===== config.mk =====
export PLATFORM = sky130hd
export DESIGN_NAME = char_lcd_refresh_engine
export DESIGN_NICKNAME = d
export VERILOG_FILES = /design/src/hdl/lcdre_pkg.sv /design/src/hdl/lcdre_ram.sv /design/src/hdl/lcdre_core.sv /design/src/hdl/char_lcd_refresh_engine.sv
export VERILOG_INCLUDE_DIRS = /design/src /design/src/hdl
export SDC_FILE = /design/constraint.sdc
export NUM_CORES = 1
export LEC_CHECK = 0
export ABC_AREA = 1
export BUFFER_PORTS_ARGS = -buffer_cell sky130_fd_sc_hd__buf_4
export CAP_MARGIN = 30
export CELL_PAD_IN_SITES_DETAIL_PLACEMENT = 0
export CELL_PAD_IN_SITES_GLOBAL_PLACEMENT = 1
export CORE_MARGIN = 8
export CORE_UTILIZATION = 35
export DETAILED_ROUTE_END_ITERATION = 8
export PLACE_DENSITY_LB_ADDON = 0.25
export SLEW_MARGIN = 20
export SYNTH_ARGS = -nofsm -noshare
export SYNTH_HDL_FRONTEND = slang
export SYNTH_SLANG_ARGS = --single-unit

===== constraint.sdc =====
create_clock -name clock -period 2.49 [get_ports clock]
set_clock_uncertainty 0.15 [all_clocks]
set_input_delay 0.249 -clock clock [delete_from_list [all_inputs] [get_ports clock]]
set_output_delay 0.249 -clock clock [all_outputs]
set_load 0.03 [all_outputs]

===== src/hdl/char_lcd_refresh_engine_macros.svh =====
// ----------------------------------------------------------------------------
// Assertion macros for the character LCD refresh engine
// Same-cycle and next-cycle implication checks with a reset guard.
// ----------------------------------------------------------------------------
`ifndef CHAR_LCD_REFRESH_ENGINE_MACROS_SVH
`define CHAR_LCD_REFRESH_ENGINE_MACROS_SVH

// The consequent must hold in the same cycle as the antecedent.
`define LCDRE_ASSERT_NOW(lbl, clk, rst, ante, cons, msg) \
   lbl: assert property (@(posedge clk) disable iff (rst) (ante) |-> (cons)) \
      else $error(msg);

// The consequent must hold in the cycle after the antecedent.
`define LCDRE_ASSERT_NEXT(lbl, clk, rst, ante, cons, msg) \
   lbl: assert property (@(posedge clk) disable iff (rst) (ante) |=> (cons)) \
      else $error(msg);

`endif


===== src/hdl/lcdre_pkg.sv =====
// ----------------------------------------------------------------------------
// lcdre_pkg
// Shared types, codes and constants of the character LCD refresh engine.
// ----------------------------------------------------------------------------
package lcdre_pkg;

   localparam int COLUMNS_DEF = 16;
   localparam int ROWS_DEF    = 2;

   localparam logic [7:0] HOME_CMD = 8'h80;

   typedef enum logic [1:0] {
      OP_WRITE = 2'd0,
      OP_POS   = 2'd1,
      OP_TICK  = 2'd2
   } opcode_type;

   typedef enum logic [1:0] {
      PH_IDLE = 2'd0,
      PH_HOME = 2'd1,
      PH_LINE = 2'd2,
      PH_DATA = 2'd3
   } phase_type;

   typedef struct packed {
      logic [1:0] opcode;
      logic [7:0] char_code;
      logic [4:0] column;
      logic [2:0] row;
   } item_type;

   typedef struct packed {
      logic       valid;
      logic [7:0] lcd_byte;
      logic       is_data;
   } result_type;

   // Set-address command for the start of a display line.
   function automatic logic [7:0] line_cmd(input logic [2:0] line);
      logic [7:0] cmd;
      case (line)
         3'd0:    cmd = HOME_CMD + 8'h00;
         3'd1:    cmd = HOME_CMD + 8'h40;
         3'd2:    cmd = HOME_CMD + 8'h14;
         3'd3:    cmd = HOME_CMD + 8'h54;
         default: cmd = HOME_CMD;
      endcase
      return cmd;
   endfunction

endpackage


===== src/hdl/lcdre_ram.sv =====
// ----------------------------------------------------------------------------
// lcdre_ram
// Generic single-write, single-read RAM with a registered read port.
// ----------------------------------------------------------------------------
module lcdre_ram #(
   parameter int WIDTH = 8,
   parameter int DEPTH = 32,
   localparam int AW = (DEPTH > 1) ? $clog2(DEPTH) : 1
) (
   input  logic             clock,
   input  logic             wr_en,
   input  logic [AW-1:0]    wr_addr,
   input  logic [WIDTH-1:0] wr_data,
   input  logic [AW-1:0]    rd_addr,
   output logic [WIDTH-1:0] rd_data
);

   logic [WIDTH-1:0] mem_ff [DEPTH];
   logic [WIDTH-1:0] rd_data_ff;

   always_ff @(posedge clock) begin
      if (wr_en) begin
         mem_ff[wr_addr] <= wr_data;
      end
      rd_data_ff <= mem_ff[rd_addr];
   end

   assign rd_data = rd_data_ff;

endmodule


===== src/hdl/lcdre_core.sv =====
// ----------------------------------------------------------------------------
// lcdre_core
// Frame buffer, write cursor and refresh sequencer; handles one item per cycle while adv is high.
// ----------------------------------------------------------------------------
`include "char_lcd_refresh_engine_macros.svh"

module lcdre_core #(
   parameter int COLUMNS = lcdre_pkg::COLUMNS_DEF,
   parameter int ROWS    = lcdre_pkg::ROWS_DEF
) (
   input  logic                   clock,
   input  logic                   reset,
   input  logic                   adv,
   input  lcdre_pkg::item_type    item,
   output lcdre_pkg::result_type  res
);

   localparam int CELLS = COLUMNS * ROWS;
   localparam int AW    = (CELLS > 1) ? $clog2(CELLS) : 1;
   localparam int SW    = $clog2(CELLS + 1);
   localparam int CW    = (COLUMNS > 1) ? $clog2(COLUMNS) : 1;
   localparam int LW    = $clog2(ROWS + 1);

   lcdre_pkg::phase_type phase_ff, phase_in;
   logic                 pending_ff, pending_in;
   logic [AW-1:0]        cursor_ff, cursor_in;
   logic [SW-1:0]        scan_ff, scan_in;
   logic [CW-1:0]        col_ff, col_in;
   logic [LW-1:0]        line_ff, line_in;
   logic [CELLS-1:0]     valid_ff, valid_in;
   logic                 byp_ff, byp_in;
   logic [7:0]           byp_data_ff;
   logic                 vld_rd_ff;

   logic                 we;
   logic [AW-1:0]        waddr;
   logic [AW-1:0]        raddr;
   logic [7:0]           ram_rdata;
   logic [7:0]           cell_byte;
   logic [AW-1:0]        pos_addr;
   logic                 pos_ok;

   assign pos_ok   = (32'(item.column) < COLUMNS) && (32'(item.row) < ROWS);
   assign pos_addr = AW'(32'(item.column) + 32'(item.row) * COLUMNS);
   assign waddr    = cursor_ff;

   // The read address follows the next scan position so that the cell is
   // ready when the data step comes; a write to that cell is forwarded.
   assign raddr = (32'(scan_in) < CELLS) ? AW'(scan_in) : '0;

   assign cell_byte = byp_ff ? byp_data_ff : (vld_rd_ff ? ram_rdata : 8'h00);

   always_comb begin
      phase_in   = phase_ff;
      pending_in = pending_ff;
      cursor_in  = cursor_ff;
      scan_in    = scan_ff;
      col_in     = col_ff;
      line_in    = line_ff;
      valid_in   = valid_ff;
      we         = 1'b0;
      res        = '0;
      if (adv) begin
         case (item.opcode)
            lcdre_pkg::OP_WRITE: begin
               we              = 1'b1;
               valid_in[waddr] = 1'b1;
               pending_in      = 1'b1;
               cursor_in       = (cursor_ff == AW'(CELLS - 1)) ? '0 : cursor_ff + AW'(1);
            end
            lcdre_pkg::OP_POS: begin
               if (pos_ok) begin
                  cursor_in = pos_addr;
               end
            end
            lcdre_pkg::OP_TICK: begin
               case (phase_ff)
                  lcdre_pkg::PH_IDLE: begin
                     if (pending_ff) begin
                        pending_in = 1'b0;
                        phase_in   = lcdre_pkg::PH_HOME;
                     end
                  end
                  lcdre_pkg::PH_HOME: begin
                     scan_in      = '0;
                     col_in       = '0;
                     line_in      = '0;
                     phase_in     = lcdre_pkg::PH_LINE;
                     res.valid    = 1'b1;
                     res.lcd_byte = lcdre_pkg::HOME_CMD;
                  end
                  lcdre_pkg::PH_LINE: begin
                     phase_in = lcdre_pkg::PH_DATA;
                     if (col_ff == '0) begin
                        res.valid    = 1'b1;
                        res.lcd_byte = lcdre_pkg::line_cmd(3'(line_ff));
                     end
                  end
                  default: begin
                     res.valid    = 1'b1;
                     res.lcd_byte = cell_byte;
                     res.is_data  = 1'b1;
                     scan_in      = scan_ff + SW'(1);
                     if (col_ff == CW'(COLUMNS - 1)) begin
                        col_in  = '0;
                        line_in = line_ff + LW'(1);
                     end else begin
                        col_in = col_ff + CW'(1);
                     end
                     phase_in = (scan_ff == SW'(CELLS - 1)) ? lcdre_pkg::PH_IDLE
                                                            : lcdre_pkg::PH_LINE;
                  end
               endcase
            end
            default: begin
            end
         endcase
      end
   end

   assign byp_in = we && (waddr == raddr);

   always_ff @(posedge clock) begin
      if (reset) begin
         phase_ff   <= lcdre_pkg::PH_IDLE;
         pending_ff <= 1'b0;
         cursor_ff  <= '0;
         scan_ff    <= '0;
         col_ff     <= '0;
         line_ff    <= '0;
         valid_ff   <= '0;
         byp_ff     <= 1'b0;
         vld_rd_ff  <= 1'b0;
      end else begin
         phase_ff   <= phase_in;
         pending_ff <= pending_in;
         cursor_ff  <= cursor_in;
         scan_ff    <= scan_in;
         col_ff     <= col_in;
         line_ff    <= line_in;
         valid_ff   <= valid_in;
         byp_ff     <= byp_in;
         vld_rd_ff  <= valid_ff[raddr];
      end
      byp_data_ff <= item.char_code;
   end

   lcdre_ram #(
      .WIDTH (8),
      .DEPTH (CELLS)
   ) u_buf (
      .clock   (clock),
      .wr_en   (we),
      .wr_addr (waddr),
      .wr_data (item.char_code),
      .rd_addr (raddr),
      .rd_data (ram_rdata)
   );

   `LCDRE_ASSERT_NOW(a_res_from_tick, clock, reset, res.valid, adv && (item.opcode == lcdre_pkg::OP_TICK) && (phase_ff != lcdre_pkg::PH_IDLE), "result without a busy refresh tick")
   `LCDRE_ASSERT_NOW(a_cursor_range, clock, reset, 1'b1, 32'(cursor_ff) < CELLS, "write cursor beyond the frame buffer")
   `LCDRE_ASSERT_NOW(a_scan_range, clock, reset, phase_ff == lcdre_pkg::PH_DATA, 32'(scan_ff) < CELLS, "data step beyond the last cell")
   `LCDRE_ASSERT_NEXT(a_home_restart, clock, reset, adv && (item.opcode == lcdre_pkg::OP_TICK) && (phase_ff == lcdre_pkg::PH_HOME), (phase_ff == lcdre_pkg::PH_LINE) && (scan_ff == '0) && (col_ff == '0), "home step did not restart the scan")

endmodule


===== src/hdl/char_lcd_refresh_engine.sv =====
// ----------------------------------------------------------------------------
// char_lcd_refresh_engine
// Character LCD frame buffer with a refresh sequencer, stream interfaces.
// ----------------------------------------------------------------------------
//  Channel | Direction | Contents
//  req_    | in        | tuser: opcode[1:0]; tdata: char_code[7:0], column[12:8], row[15:13]
//  rsp_    | out       | tuser: is_data[0]; tdata: lcd_byte[7:0]
//
//  One item per cycle while no result is stalled: an item is held in the input
//  register, is handled there, and its result (if any) appears in the output
//  register on the next edge. The result passes the input and then the result
//  register; the frame buffer is read ahead of the data step and adds no delay.
//  Reset is synchronous; it empties both registers and clears the frame buffer
//  at once through per-cell valid bits. A stalled result holds the input stage.
// ----------------------------------------------------------------------------
module char_lcd_refresh_engine #(
   parameter int COLUMNS = lcdre_pkg::COLUMNS_DEF,
   parameter int ROWS    = lcdre_pkg::ROWS_DEF
) (
   input  logic        clock,
   input  logic        reset,
   input  logic        req_tvalid,
   output logic        req_tready,
   input  logic [15:0] req_tdata,   // char_code[7:0], column[12:8], row[15:13]
   input  logic [1:0]  req_tuser,   // opcode[1:0]
   output logic        rsp_tvalid,
   input  logic        rsp_tready,
   output logic [7:0]  rsp_tdata,   // lcd_byte[7:0]
   output logic [0:0]  rsp_tuser    // is_data[0]
);

   logic                  s1_valid_ff;
   lcdre_pkg::item_type   s1_item_ff;
   logic                  rsp_valid_ff;
   logic [7:0]            rsp_byte_ff;
   logic                  rsp_is_data_ff;
   logic                  adv;
   logic                  req_take;
   lcdre_pkg::result_type res;

   // The held item is handled whenever the result register can take its result.
   assign adv        = s1_valid_ff && (!rsp_valid_ff || rsp_tready);
   assign req_tready = !reset && (!s1_valid_ff || adv);
   assign req_take   = req_tvalid && req_tready;

   always_ff @(posedge clock) begin
      if (reset) begin
         s1_valid_ff  <= 1'b0;
         rsp_valid_ff <= 1'b0;
      end else begin
         if (req_take) begin
            s1_valid_ff <= 1'b1;
         end else if (adv) begin
            s1_valid_ff <= 1'b0;
         end
         if (adv) begin
            rsp_valid_ff <= res.valid;
         end else if (rsp_tready) begin
            rsp_valid_ff <= 1'b0;
         end
      end
      if (req_take) begin
         s1_item_ff.opcode    <= req_tuser;
         s1_item_ff.char_code <= req_tdata[7:0];
         s1_item_ff.column    <= req_tdata[12:8];
         s1_item_ff.row       <= req_tdata[15:13];
      end
      if (adv) begin
         rsp_byte_ff    <= res.lcd_byte;
         rsp_is_data_ff <= res.is_data;
      end
   end

   lcdre_core #(
      .COLUMNS (COLUMNS),
      .ROWS    (ROWS)
   ) u_core (
      .clock (clock),
      .reset (reset),
      .adv   (adv),
      .item  (s1_item_ff),
      .res   (res)
   );

   assign rsp_tvalid   = rsp_valid_ff;
   assign rsp_tdata    = rsp_byte_ff;
   assign rsp_tuser[0] = rsp_is_data_ff;

endmodule


==> impl_results.md, run 1 <==
* Slew margin rel. at 0.536
* Maximum count of clock buffers along a single path at 3
* Compound-cell area share of the yosys netlist at 0.0651
* Warnings, synthesis at 0
* Number of nets at the end of the flow at between 1500 and 2000
* Source-to-sink clock delay at the later pin of the worst-skew pair at roughly 0.53 ns
* FF+latch count, synth at approximately 360
* Arrival time reported for the critical path endpoint at 2.82 ns
* Most common library cell in the layout ignoring fill and taps: sky130_fd_sc_hd__edfxtp_1
* Commonest non-fill, non-tap cells in the layout: sky130_fd_sc_hd__edfxtp_1, sky130_fd_sc_hd__nand2_1, sky130_fd_sc_hd__nor2_1
* PnR worst setup slack at -0.0537 ns
* Multiplexer share of the synthesized area at 0
* # IOs at 33
* Hold Fails Final Rpt at 0
* Area of the core at 0.0428 mm²
* IR Drop Worst-Case VDD at 0.549 mV
* Wire length per cell after detailed routing at about 20 µm
* Post-placement cell count at ~2000
* Maximum fanout along the worst path at 24
* Placer congestion estimate at between 0.7 and 0.8
* Number of DRC markers after the initial detailed-route iteration at 972
* Synth Area in Simple Gates at 0.189
* Ys async rst share at 0
* Pin slew with the least headroom to its limit at around 0.70 ns
* Syn Nets at 1455
* Worst Reg2Reg Path Length in Cells at 14
* Level count of the clock H-tree at 2
* Count of cell types in the netlist at between 40 and 50
* CP top delay family: simple AND/OR/NAND/NOR gates
* DRC Markers at 0
* Layout cell share with drive strength beyond 1 at 0.220
* Effective utilization at floorplan at 0.352
* Post-synthesis instance area at around 0.015 mm²
* Post-synthesis cell count at approximately 1400
* Flop2flop setup slack at -0.05 ns
* P&R area growth vs syn at 26.4%
* Overall via count from detail_route at about 11000
* Outcome: finished, violations left
* Fin util at 0.445
* All-Layer GR Usage at 0.177
* Height of the chip at 223 µm
* Fraction of the cycle the final worst path needs at 1.02
* Number of routed nets with antenna violations at 0
* Avg Inst Size Synth at 10.6 µm²
* Crit Reg-Reg Startpoint: s1_item_ff[16]
* Hold Crit Endpoint: u_core.valid_ff[5]
* Vias in the first global route at between 10000 and 15000
* RSZ-0062 raised after global routing: true
* Number of optimization iterations in the first detailed-route pass at 5
* Violations in the final reports: setup timing
* Dominant cell type by area after synthesis: sky130_fd_sc_hd__edfxtp_1
* XOR/XNOR share of the synthesized area at 0.00233
* Setup violators final at 6
* Depth of the worst hold-timing path at 4
* Pins over their slew limit at 0
* Leak Pwr at roughly 7.5 nW
* Kind of launch point of the worst setup path: register
* Fraction of post-synthesis cell area in the top cell type by area at 0.565
* Number of buffers inserted during clock tree synthesis at 39
* Tightest Hold Check Type: primary input to register
* Filler cell count in the final layout at approximately 4000
* Cells traversed along the worst timing path: nor2_4 -> nand3_2 -> nor2_2 -> nand2_2 -> nand2_4 -> nand2_8 -> buf_4 -> buf_12 -> o21ai_1 -> nand3_2 -> nand3_2 -> nand2_1 -> nand2_2 -> nand2_1
* Die span in x at between 200 and 250 µm
* Pin count of the biggest net entering global routing at 48
* Adder-cell share of the synthesized area at 0.0133
* CP Class: register to register
* Combinational family with the most area after synthesis: simple AND/OR/NAND/NOR gates
* Critical path endpoint category: register
* Overall die area at about 0.05 mm²
* Clock tree from TritonCTS: done
* Count of input and output buffers at 32
* Count of max-cap constraint violations at 0
* Sinks on Clock Net at about 360
* CP max stage delay at approximately 0.47 ns
* Cell repeated most along the worst path: sky130_fd_sc_hd__nand3_2
* Number of vias per cell at 4.91
* Number of buffer and inverter stages on the critical path at 2
* Clock root cell: sky130_fd_sc_hd__clkbuf_16
* Number of antenna violations at the first check in global routing at 1
* Worst reg2reg endpoint: u_core.u_buf.rd_data[1]
* Worst min-delay path startpoint: reset
* Wire length reported by the detailed router at between 40 and 50 mm
* Sequential area share after synthesis at 0.660
* Number of standard-cell rows in the floorplan at 76
* Slowest stage cell on the critical path: sky130_fd_sc_hd__edfxtp_1
* Global route overflow at 0
* Period minus WS final at 2.54 ns
* Largest cells by area after synthesis: sky130_fd_sc_hd__edfxtp_1, sky130_fd_sc_hd__dfxtp_1, sky130_fd_sc_hd__nand2_1, sky130_fd_sc_hd__nor2_1, sky130_fd_sc_hd__nand3_1
* Worst Path Required at about 2.8 ns
* Maximum achievable frequency at just under 0.4 GHz
* Clock-pin slew reported for the worst setup and hold paths after clock tree synthesis at about 0.060 ns
* First-pass GRT wire length at approximately 67 mm
* Final cell count without fillers at approximately 2200
* Total half-perimeter wirelength after legalization and detailed placement at 27.1 mm
* Number of flops mapped to enable cells by yosys at 283
* Primary flip-flop cell chosen by synthesis mapping: sky130_fd_sc_hd__edfxtp_1
* Power per cell area at around 660 mW/mm²
[layer usage]
metal  vias to the layer above  GRT usage  part of all wire  routed length (µm)
met5                         -          0                 0                   0
met1                      5218      0.237              0.45               19900
met3                        64     0.0250             0.044                1960
li1                       5170          -                 -                   -
met2                       243      0.294              0.48               21100
met4                         0     0.0576             0.027                1210
[stage by stage]
stage	instance area (µm²)	setup TNS [ns]	power (mW)	hold slack, ns	setup WS [ns]
6_report	19000	-0.153	12.5	0.0867	-0.0537
5_1_grt	19000	-1.19	12.8	0.0780	-0.152
4_1_cts	18800	-0.0159	12.6	0.0552	-0.0114
3_5_place_dp	16700	-2.04	6.94	0.279	-0.379
3_3_place_gp	16700	-2.23	6.93	0.278	-0.416
2_1_floorplan	15100	0	6.74	0.198	0.222
[timing repair]
item / CTS / global route
pin swaps: 22 / 35
gates cloned: 7 / 0
setup buffers: 17 / 7
hold buffers: 21 / 0
resized for setup: 73 / 51
endpoints found under the hold margin: 20 / 0
setup endpoints to repair: 10 / 10
[worst register-to-register path, cell delays in order (launching register included)]
cell                       delay, ns
sky130_fd_sc_hd__edfxtp_1       0.47
sky130_fd_sc_hd__nor2_4         0.22
sky130_fd_sc_hd__nand3_2        0.11
sky130_fd_sc_hd__nor2_2         0.13
sky130_fd_sc_hd__nand2_2        0.08
sky130_fd_sc_hd__nand2_4        0.15
sky130_fd_sc_hd__nand2_8        0.12
sky130_fd_sc_hd__buf_4          0.16
sky130_fd_sc_hd__buf_12         0.15
sky130_fd_sc_hd__o21ai_1        0.20
sky130_fd_sc_hd__nand3_2        0.16
sky130_fd_sc_hd__nand3_2        0.13
sky130_fd_sc_hd__nand2_1        0.09
sky130_fd_sc_hd__nand2_2        0.07
sky130_fd_sc_hd__nand2_1        0.06
[layout make-up]
| cell class | count | area (µm²) | share of cell area |
|---|---|---|---|
| diodes | 1 | 2.50 | 0.000132 |
| flip-flops and latches | 355 | 9950 | 0.523 |
| clock inverters | 20 | 154 | 0.00809 |
| repair buffers | 206 | 2060 | 0.108 |
| multi-input cells | 838 | 4480 | 0.236 |
| inverters | 161 | 617 | 0.0324 |
| clock buffers | 50 | 1080 | 0.0567 |
| well taps | 546 | 683 | 0.0359 |
[cell usage after synthesis (16+ instances only)]
master / n
sky130_fd_sc_hd__dfxtp_1: 72
sky130_fd_sc_hd__nand3_1: 160
sky130_fd_sc_hd__buf_6: 18
sky130_fd_sc_hd__inv_1: 155
sky130_fd_sc_hd__edfxtp_1: 283
sky130_fd_sc_hd__o21ai_1: 38
sky130_fd_sc_hd__o211ai_1: 26
sky130_fd_sc_hd__nand2_1: 247
sky130_fd_sc_hd__ha_1: 16
sky130_fd_sc_hd__o21ai_0: 30
sky130_fd_sc_hd__nor2_1: 224
sky130_fd_sc_hd__buf_2: 23
[logic make-up (layout without fill, tap and decap cells)]
kind of cell,after synthesis,in the layout
other,0,1
buffers and inverters,224,437
XOR/XNOR,4,4
flip-flops,355,355
adder cells (fa/ha/maj),16,16
AND/OR/NAND/NOR,671,671
AO/OA/AOI/OAI,147,147
[power breakdown]
| part | switching, mW | leakage [nW] | internal [mW] | total (mW) |
|---|---|---|---|---|
| registers | 0.0255 | 3.15 | 6.46 | 6.48 |
| clock network | 2.36 | 0.608 | 3.28 | 5.64 |
| logic | 0.247 | 3.71 | 0.111 | 0.358 |
[sequential cells by signal, indices dropped and copies added (netlist names)]
| name | count |
|---|---|
| u_core.line_ff | 2 |
| u_core.u_buf.rd_data | 8 |
| u_core.scan_ff | 6 |
| u_core.valid_ff | 32 |
| s1_item_ff | 18 |
| u_core.col_ff | 4 |
| u_core.vld_rd_ff | 1 |
| s1_valid_ff | 1 |
| u_core.byp_ff | 1 |
| u_core.phase_ff | 2 |
| u_core.pending_ff | 1 |
| u_core.u_buf.mem_ff | 256 |
| rsp_tuser | 1 |
| u_core.cursor_ff | 5 |
| u_core.byp_data_ff | 8 |
| rsp_tvalid | 1 |
| rsp_tdata | 8 |
[worst max-delay path by stage]
stage                                   from  depth (start not counted)  slack (ns)                      end
after detailed placement  u_core.phase_ff[0]                         16       -0.38  u_core.u_buf.rd_data[0]
after global placement    u_core.phase_ff[0]                         16       -0.42  u_core.u_buf.rd_data[0]
after CTS                     s1_item_ff[16]                         16       -0.01  u_core.u_buf.rd_data[2]
final                         s1_item_ff[16]                         14       -0.05  u_core.u_buf.rd_data[1]
after floorplan                   rsp_tvalid                         13        0.22  u_core.u_buf.rd_data[5]
after global routing          s1_item_ff[16]                         14       -0.15  u_core.u_buf.rd_data[0]
Note: power is estimated with default switching activity, not from simulation.
==> inputs of run 2 (changes only) <==
SYNTH_HIERARCHICAL = 1   (was default)
==> run 2 against run 1 <==
  * The run now ends clean
  * Critical path depth increased by 5
  * Fmax increased by 5.1%
  * Combinational power decreased by 3%
  * Clock power decreased by 1%
  * Critical path type unchanged
  * Critical endpoint is now u_core/u_buf/rd_data[7]
==> impl_results.md, run 2 <==
* Overall Power at approximately 12 mW
* PnR worst setup slack at around 0.069 ns
* RSZ-0062 raised after global routing: true
* Max reg flops at 256
* Overall via count from detail_route at ~11000
* Final cell count without fillers at between 2000 and 2500
* Leak Pwr at 7.10 nW
* CP top delay family: simple AND/OR/NAND/NOR gates
* Number of standard-cell rows in the floorplan at 75
* Clock-pin slew reported for the worst setup and hold paths after clock tree synthesis at 0.06 ns
* Fraction of the cycle the final worst path needs at 0.972
* Die span in x at about 220 µm
* Sequential area share after synthesis at 0.665
* Most common library cell in the layout ignoring fill and taps: sky130_fd_sc_hd__nand2_1
* Count of max-cap constraint violations at 0
* CP Class: register to register
* Level count of the clock H-tree at 2
* Dominant cell type by area after synthesis: sky130_fd_sc_hd__edfxtp_1
* # IOs at 33
* Number of buffer and inverter stages on the critical path at 5
* Placer congestion estimate at approximately 0.76
* Layout cell share with drive strength beyond 1 at 0.210
* Post-synthesis cell count at 1414
* Flop2flop setup slack at 0.07 ns
* CP max stage delay at approximately 0.32 ns
* Number of DRC markers after the initial detailed-route iteration at 901
* TNS Setup at 0 ns
* Maximum count of clock buffers along a single path at 3
* Tightest Hold Check Type: primary input to register
* Pin slew with the least headroom to its limit at between 0.6 and 0.7 ns
* Largest cells by area after synthesis: sky130_fd_sc_hd__edfxtp_1, sky130_fd_sc_hd__nand2_1, sky130_fd_sc_hd__dfxtp_1, sky130_fd_sc_hd__nand3_1, sky130_fd_sc_hd__buf_6
* Fraction of post-synthesis cell area in the top cell type by area at 0.569
* Power per cell area at 657 mW/mm²
* Cells traversed along the worst timing path: a21boi_4 -> buf_6 -> inv_2 -> nor2_4 -> nand2_2 -> nand2_2 -> nand2_4 -> nand2_4 -> clkinv_8 -> buf_12 -> clkbuf_16 -> nand2_1 -> nand3_2 -> nand3_2 -> nand2_1 -> nand2_1 -> nand2_2 -> nand2_2 -> nand2_1
* Number of nets at the end of the flow at about 1600
* Height of the chip at about 220 µm
* First-pass GRT wire length at about 64 mm
* Effective utilization at floorplan at 0.356
* Cell count along the critical path at 19
* Outcome: completed
* Maximum fanout along the worst path at 9
* Setup violators final at 0
* Number of antenna diodes at 0
* Number of flops mapped to enable cells by yosys at roughly 280
* Number of vias per cell at 4.98
* Post-placement cell count at 2038
* Vias in the first global route at about 11000
* Worst reg2reg endpoint: u_core/u_buf/rd_data[7]
* Wire length reported by the detailed router at about 43 mm
* Period minus WS final at between 2 and 2.5 ns
* Clock tree from TritonCTS: done
* Worst Reg2Reg Path Length in Cells at 19
* Post-Place Cell Area at about 0.016 mm²
* IR Drop Worst-Case VDD at approximately 0.69 mV
* Most flops, register: u_core/u_buf/mem_ff
* DRC Markers at 0
* Ys async rst share at 0
* Pin count of the biggest net entering global routing at 57
* Sinks on Clock Net at 355
* Primary flip-flop cell chosen by synthesis mapping: sky130_fd_sc_hd__edfxtp_1
* Maximum achievable frequency at just over 0.4 GHz
* Top Registers: u_core/u_buf/mem_ff (256), u_core/valid_ff (32), s1_item_ff (18)
* Clock root cell: sky130_fd_sc_hd__clkbuf_16
* Number of optimization iterations in the first detailed-route pass at 5
* Most instantiated cells after synthesis: sky130_fd_sc_hd__nand2_1, sky130_fd_sc_hd__edfxtp_1, sky130_fd_sc_hd__nand3_1
* Slew margin rel. at 0.556
* Global route overflow at 0
* Number of buffers inserted during clock tree synthesis at 40
* Final hold slack at 0.192 ns
* Hold Fails Final Rpt at 0
* All-Layer GR Usage at 0.168
* Number of antenna violations at the first check in global routing at 0
* Fin util at 0.449
* Pre-CTS setup slack at -0.215 ns
* Kind of launch point of the worst setup path: register
* Slowest stage cell on the critical path: sky130_fd_sc_hd__dfxtp_2
* FF+latch count, synth at 355
* Crit Reg-Reg Startpoint: s1_valid_ff
* Area of the core at ~0.042 mm²
* Worst setup path startpoint: s1_valid_ff
* Design Area, Final at between 0.015 and 0.02 mm²
* Post-synthesis instance area at ~0.015 mm²
* Commonest non-fill, non-tap cells in the layout: sky130_fd_sc_hd__nand2_1, sky130_fd_sc_hd__edfxtp_1, sky130_fd_sc_hd__nand3_1
* Arrival time reported for the critical path endpoint at 2.72 ns
* Critical path endpoint category: register
* Overall die area at 0.0496 mm²
* Total half-perimeter wirelength after legalization and detailed placement at around 25 mm
* Wire length per cell after detailed routing at around 20 µm
* Destination of the critical timing path: u_core/u_buf/rd_data[7]
* Pins over their slew limit at 0
* Number of routed nets with antenna violations at 0
* Count of cell types in the netlist at 40
* Syn Nets at between 1000 and 1500
* Avg Inst Size Synth at around 11 µm²
* Most numerous cell in the Yosys netlist: sky130_fd_sc_hd__nand2_1
* Warnings, synthesis at 6
* P&R area growth vs syn at 26.3%
* Source-to-sink clock delay at the later pin of the worst-skew pair at roughly 0.55 ns
* Worst Path Required at approximately 2.8 ns
* Count of input and output buffers at 32
## run 2: tightest hold or removal path: cells and delay by family
family          cells  cell delay, ns
buf+inv             3            0.39
compound gates      1            0.08
## run 2: layout make-up
type                    instances  area, µm²
well taps                     539        674
multi-input cells             910       4550
fillers                      3962      23200
flip-flops and latches        355       9940
clock buffers                  53       1080
repair buffers                202       2140
clock inverters                18        140
repair inverters                1       8.76
inverters                      82        348
## run 2: how the worst min path moves through the flow
| stage | start | end | cells after the start |
|---|---|---|---|
| floorplan | reset | rsp_tvalid | 1 |
| global placement | req_tdata[8] | s1_item_ff[3] | 1 |
| detailed placement | req_tdata[2] | s1_item_ff[10] | 1 |
| CTS | rsp_tready | rsp_tuser | 4 |
| global route | rsp_tready | rsp_tuser | 4 |
| finish | rsp_tready | rsp_tuser | 4 |
## run 2: logic make-up after synthesis
kind of cell,share of synthesized area
flops,0.665
buf+inv,0.0552
compound gates,0.0352
xor+xnor,0.000586
fa+ha+maj,0.0134
simple gates,0.231
## run 2: repair_timing
item                                   4_1_cts  5_1_grt
buffers inserted                             3       10
resized for setup                           23       95
gates cloned                                 5       12
endpoints found under the hold margin       31        0
setup endpoints to repair                   10       10
hold buffers                                22        0
pin swaps                                    5       22
## run 2: where the power goes
group / leakage (nW) / switching (mW) / internal (mW)
sequential: 3.15 / 0.0274 / 6.46
combinational: 3.37 / 0.234 / 0.113
clock: 0.587 / 2.33 / 3.25
## run 2: routing by layer
metal | vias to the layer above | part of all wire | GRT usage
met2 | 233 | 0.47 | 0.269
li1 | 5211 | - | -
met5 | - | 0 | 0
met3 | 57 | 0.044 | 0.0290
met1 | 5253 | 0.46 | 0.233
met4 | 0 | 0.018 | 0.0455
==> inputs of run 3 (changes only) <==
CORE_UTILIZATION = 34   (was 35)
SETUP_SLACK_MARGIN = 0.2   (was default)
==> run 3 against run 2 <==
  * The flow now finishes with violations (setup timing)
  * Clock power shrank 5.6%
  * Highest routed layer unchanged
  * Design area up 5.2%
  * Largest cell class unchanged
  * First-iteration DRC count down 19%
  * Non-clock buffer count increased by 21
  * Fmax shrank 4.0%
==> impl_results.md, run 3 (synthesized netlist as in run 2, its figures left out) <==
* Area of the core at ~0.044 mm²
* Wire length per cell after detailed routing at approximately 19 µm
* Slowest stage cell on the critical path: sky130_fd_sc_hd__dfxtp_2
* Effective utilization at floorplan at 0.341
* Count of max-cap constraint violations at 0
* Source-to-sink clock delay at the later pin of the worst-skew pair at 0.55 ns
* Number of standard-cell rows in the floorplan at 77
* Number of antenna diodes at 0
* Fraction of the cycle the final worst path needs at 1.01
* RSZ-0062 raised after global routing: true
* Clock-pin slew reported for the worst setup and hold paths after clock tree synthesis at 0.06 ns
* Number of routed nets with antenna violations at 0
* Kind of launch point of the worst setup path: register
* # IOs at 33
* CP top delay family: simple AND/OR/NAND/NOR gates
* Most common library cell in the layout ignoring fill and taps: sky130_fd_sc_hd__nand2_1
* Number of buffer and inverter stages on the critical path at 6
* Crit Reg-Reg Startpoint: s1_valid_ff
* Number of buffers inserted during clock tree synthesis at 39
* Leak Pwr at 7.43 nW
* CP max stage delay at between 0.3 and 0.4 ns
* Die span in x at between 200 and 250 µm
* Layout cell share with drive strength beyond 1 at 0.284
* Maximum achievable frequency at a little under 0.4 GHz
* DRC Markers at 0
* Final hold slack at ~0.21 ns
* Vias in the first global route at roughly 11000
* Hold Fails Final Rpt at 0
* Pin count of the biggest net entering global routing at 45
* CP Class: register to register
* Arrival time reported for the critical path endpoint at between 2 and 3 ns
* Critical path endpoint category: register
* All-Layer GR Usage at 0.164
* TNS Setup at -0.0592 ns
* Cells traversed along the worst timing path: a21boi_4 -> nand4_1 -> buf_4 -> buf_6 -> o21ai_4 -> nand2_4 -> clkinv_8 -> clkinv_8 -> buf_12 -> clkbuf_16 -> nand3_4 -> nand3_4 -> nand2_2 -> nand2_2 -> nand2_2 -> nand2_2 -> nand2_1
* Worst Reg2Reg Path Length in Cells at 17
* Post-placement cell count at 2093
* Global route overflow at 0
* Maximum fanout along the worst path at 5
* Maximum count of clock buffers along a single path at 3
* Cell repeated most along the worst path: sky130_fd_sc_hd__nand2_2
* Clock root cell: sky130_fd_sc_hd__clkbuf_16
* Violations in the final reports: setup timing
* PnR worst setup slack at -0.0318 ns
* Level count of the clock H-tree at 2
* Number of antenna violations at the first check in global routing at 0
* Sinks on Clock Net at ~360
* Cell count along the critical path at 17
* Max reg flops at 256
* Tightest Hold Check Type: primary input to register
* Count of input and output buffers at 32
* Flop2flop setup slack at -0.03 ns
* Commonest non-fill, non-tap cells in the layout: sky130_fd_sc_hd__nand2_1, sky130_fd_sc_hd__edfxtp_1, sky130_fd_sc_hd__nand3_1
* Final cell count without fillers at ~2200
* Setup violators final at 4
* Number of DRC markers after the initial detailed-route iteration at 730
* Power per cell area at 610 mW/mm²
* P&R area growth vs syn at 32.9%
* Number of optimization iterations in the first detailed-route pass at 5
* Slew margin rel. at 0.576
* Wire length reported by the detailed router at 42.2 mm
* First-pass GRT wire length at roughly 64 mm
* Pre-CTS setup slack at -0.237 ns
* Outcome: finished, violations left
* IR Drop Worst-Case VDD at ~0.7 mV
* Worst setup path startpoint: s1_valid_ff
* Pin slew with the least headroom to its limit at 0.630 ns
* Overall via count from detail_route at between 10000 and 15000
* Total half-perimeter wirelength after legalization and detailed placement at between 20 and 25 mm
* Pins over their slew limit at 0
* Placer congestion estimate at ~0.79
* Destination of the critical timing path: u_core/u_buf/rd_data[3]
* Overall Power at around 12 mW
* Top Registers: u_core/u_buf/mem_ff (256), u_core/valid_ff (32), s1_item_ff (18)
* Height of the chip at around 230 µm
* Clock tree from TritonCTS: done
* Worst reg2reg endpoint: u_core/u_buf/rd_data[3]
* Period minus WS final at about 2.5 ns
* Number of vias per cell at roughly 4.9
* Most flops, register: u_core/u_buf/mem_ff
* Number of nets at the end of the flow at roughly 1600
* Overall die area at roughly 0.05 mm²
* Worst Path Required at 2.83 ns
==> run 3: layer usage <==
metal  up-vias  GRT usage  routed length (µm)
li1       5259          -                   -
met5         -          0                   0
met3        55     0.0229                1530
met1      5307      0.225               19700
met4         0     0.0522                 939
met2       208      0.267               20000
==> run 3: final cells by class <==
type                            instances  area (µm²)
Fill cell                            4053       24000
Sequential cell                       355        9950
Multi-Input combinational cell        910        5070
Timing Repair Buffer                  223        2610
Clock buffer                           56        1070
Tap cell                              592         741
Inverter                               82         353
Clock inverter                         14        71.3
==> run 3: worst register-to-register path, stage by stage, from the launching register on <==
cell,delay [ns]
sky130_fd_sc_hd__dfxtp_2,0.32
sky130_fd_sc_hd__a21boi_4,0.19
sky130_fd_sc_hd__nand4_1,0.19
sky130_fd_sc_hd__buf_4,0.19
sky130_fd_sc_hd__buf_6,0.12
sky130_fd_sc_hd__o21ai_4,0.18
sky130_fd_sc_hd__nand2_4,0.10
sky130_fd_sc_hd__clkinv_8,0.10
sky130_fd_sc_hd__clkinv_8,0.09
sky130_fd_sc_hd__buf_12,0.15
sky130_fd_sc_hd__clkbuf_16,0.17
sky130_fd_sc_hd__nand3_4,0.07
sky130_fd_sc_hd__nand3_4,0.07
sky130_fd_sc_hd__nand2_2,0.10
sky130_fd_sc_hd__nand2_2,0.06
sky130_fd_sc_hd__nand2_2,0.10
sky130_fd_sc_hd__nand2_2,0.07
sky130_fd_sc_hd__nand2_1,0.07
==> run 3: repair_timing <==
item                                    in CTS  in global routing
gates resized for setup                     97                154
endpoints found under the hold margin       31                  0
endpoints found under the setup margin     258                196
setup buffers                               28                  8
gates cloned                                 7                  4
hold buffers                                22                  0
pin swaps                                   45                 75
==> run 3: worst min path at each step <==
stage                     slack, ns             end  depth (start not counted)           from
after global routing           0.22       rsp_tuser                          4     rsp_tready
after global placement         0.28  s1_item_ff[12]                          1   req_tdata[4]
after detailed placement       0.28   s1_item_ff[2]                          1  req_tdata[15]
final                          0.21    rsp_tdata[5]                          4     rsp_tready
after CTS                      0.18    rsp_tdata[5]                          4     rsp_tready
after floorplan                0.16      rsp_tvalid                          1          reset
==> run 3: where the power goes <==
part	leakage, nW	switching (mW)	internal, mW
sequential	3.15	0.0303	6.46
clock	0.561	2.29	2.99
combinational	3.72	0.234	0.117
==> run 3: metrics by stage <==
stage / util / cell area, µm²
6_report: 0.453 / 19900
5_1_grt: 0.453 / 19900
4_1_cts: 0.435 / 19100
3_5_place_dp: 0.384 / 16800
3_3_place_gp: 0.384 / 16800
2_1_floorplan: - / 15100
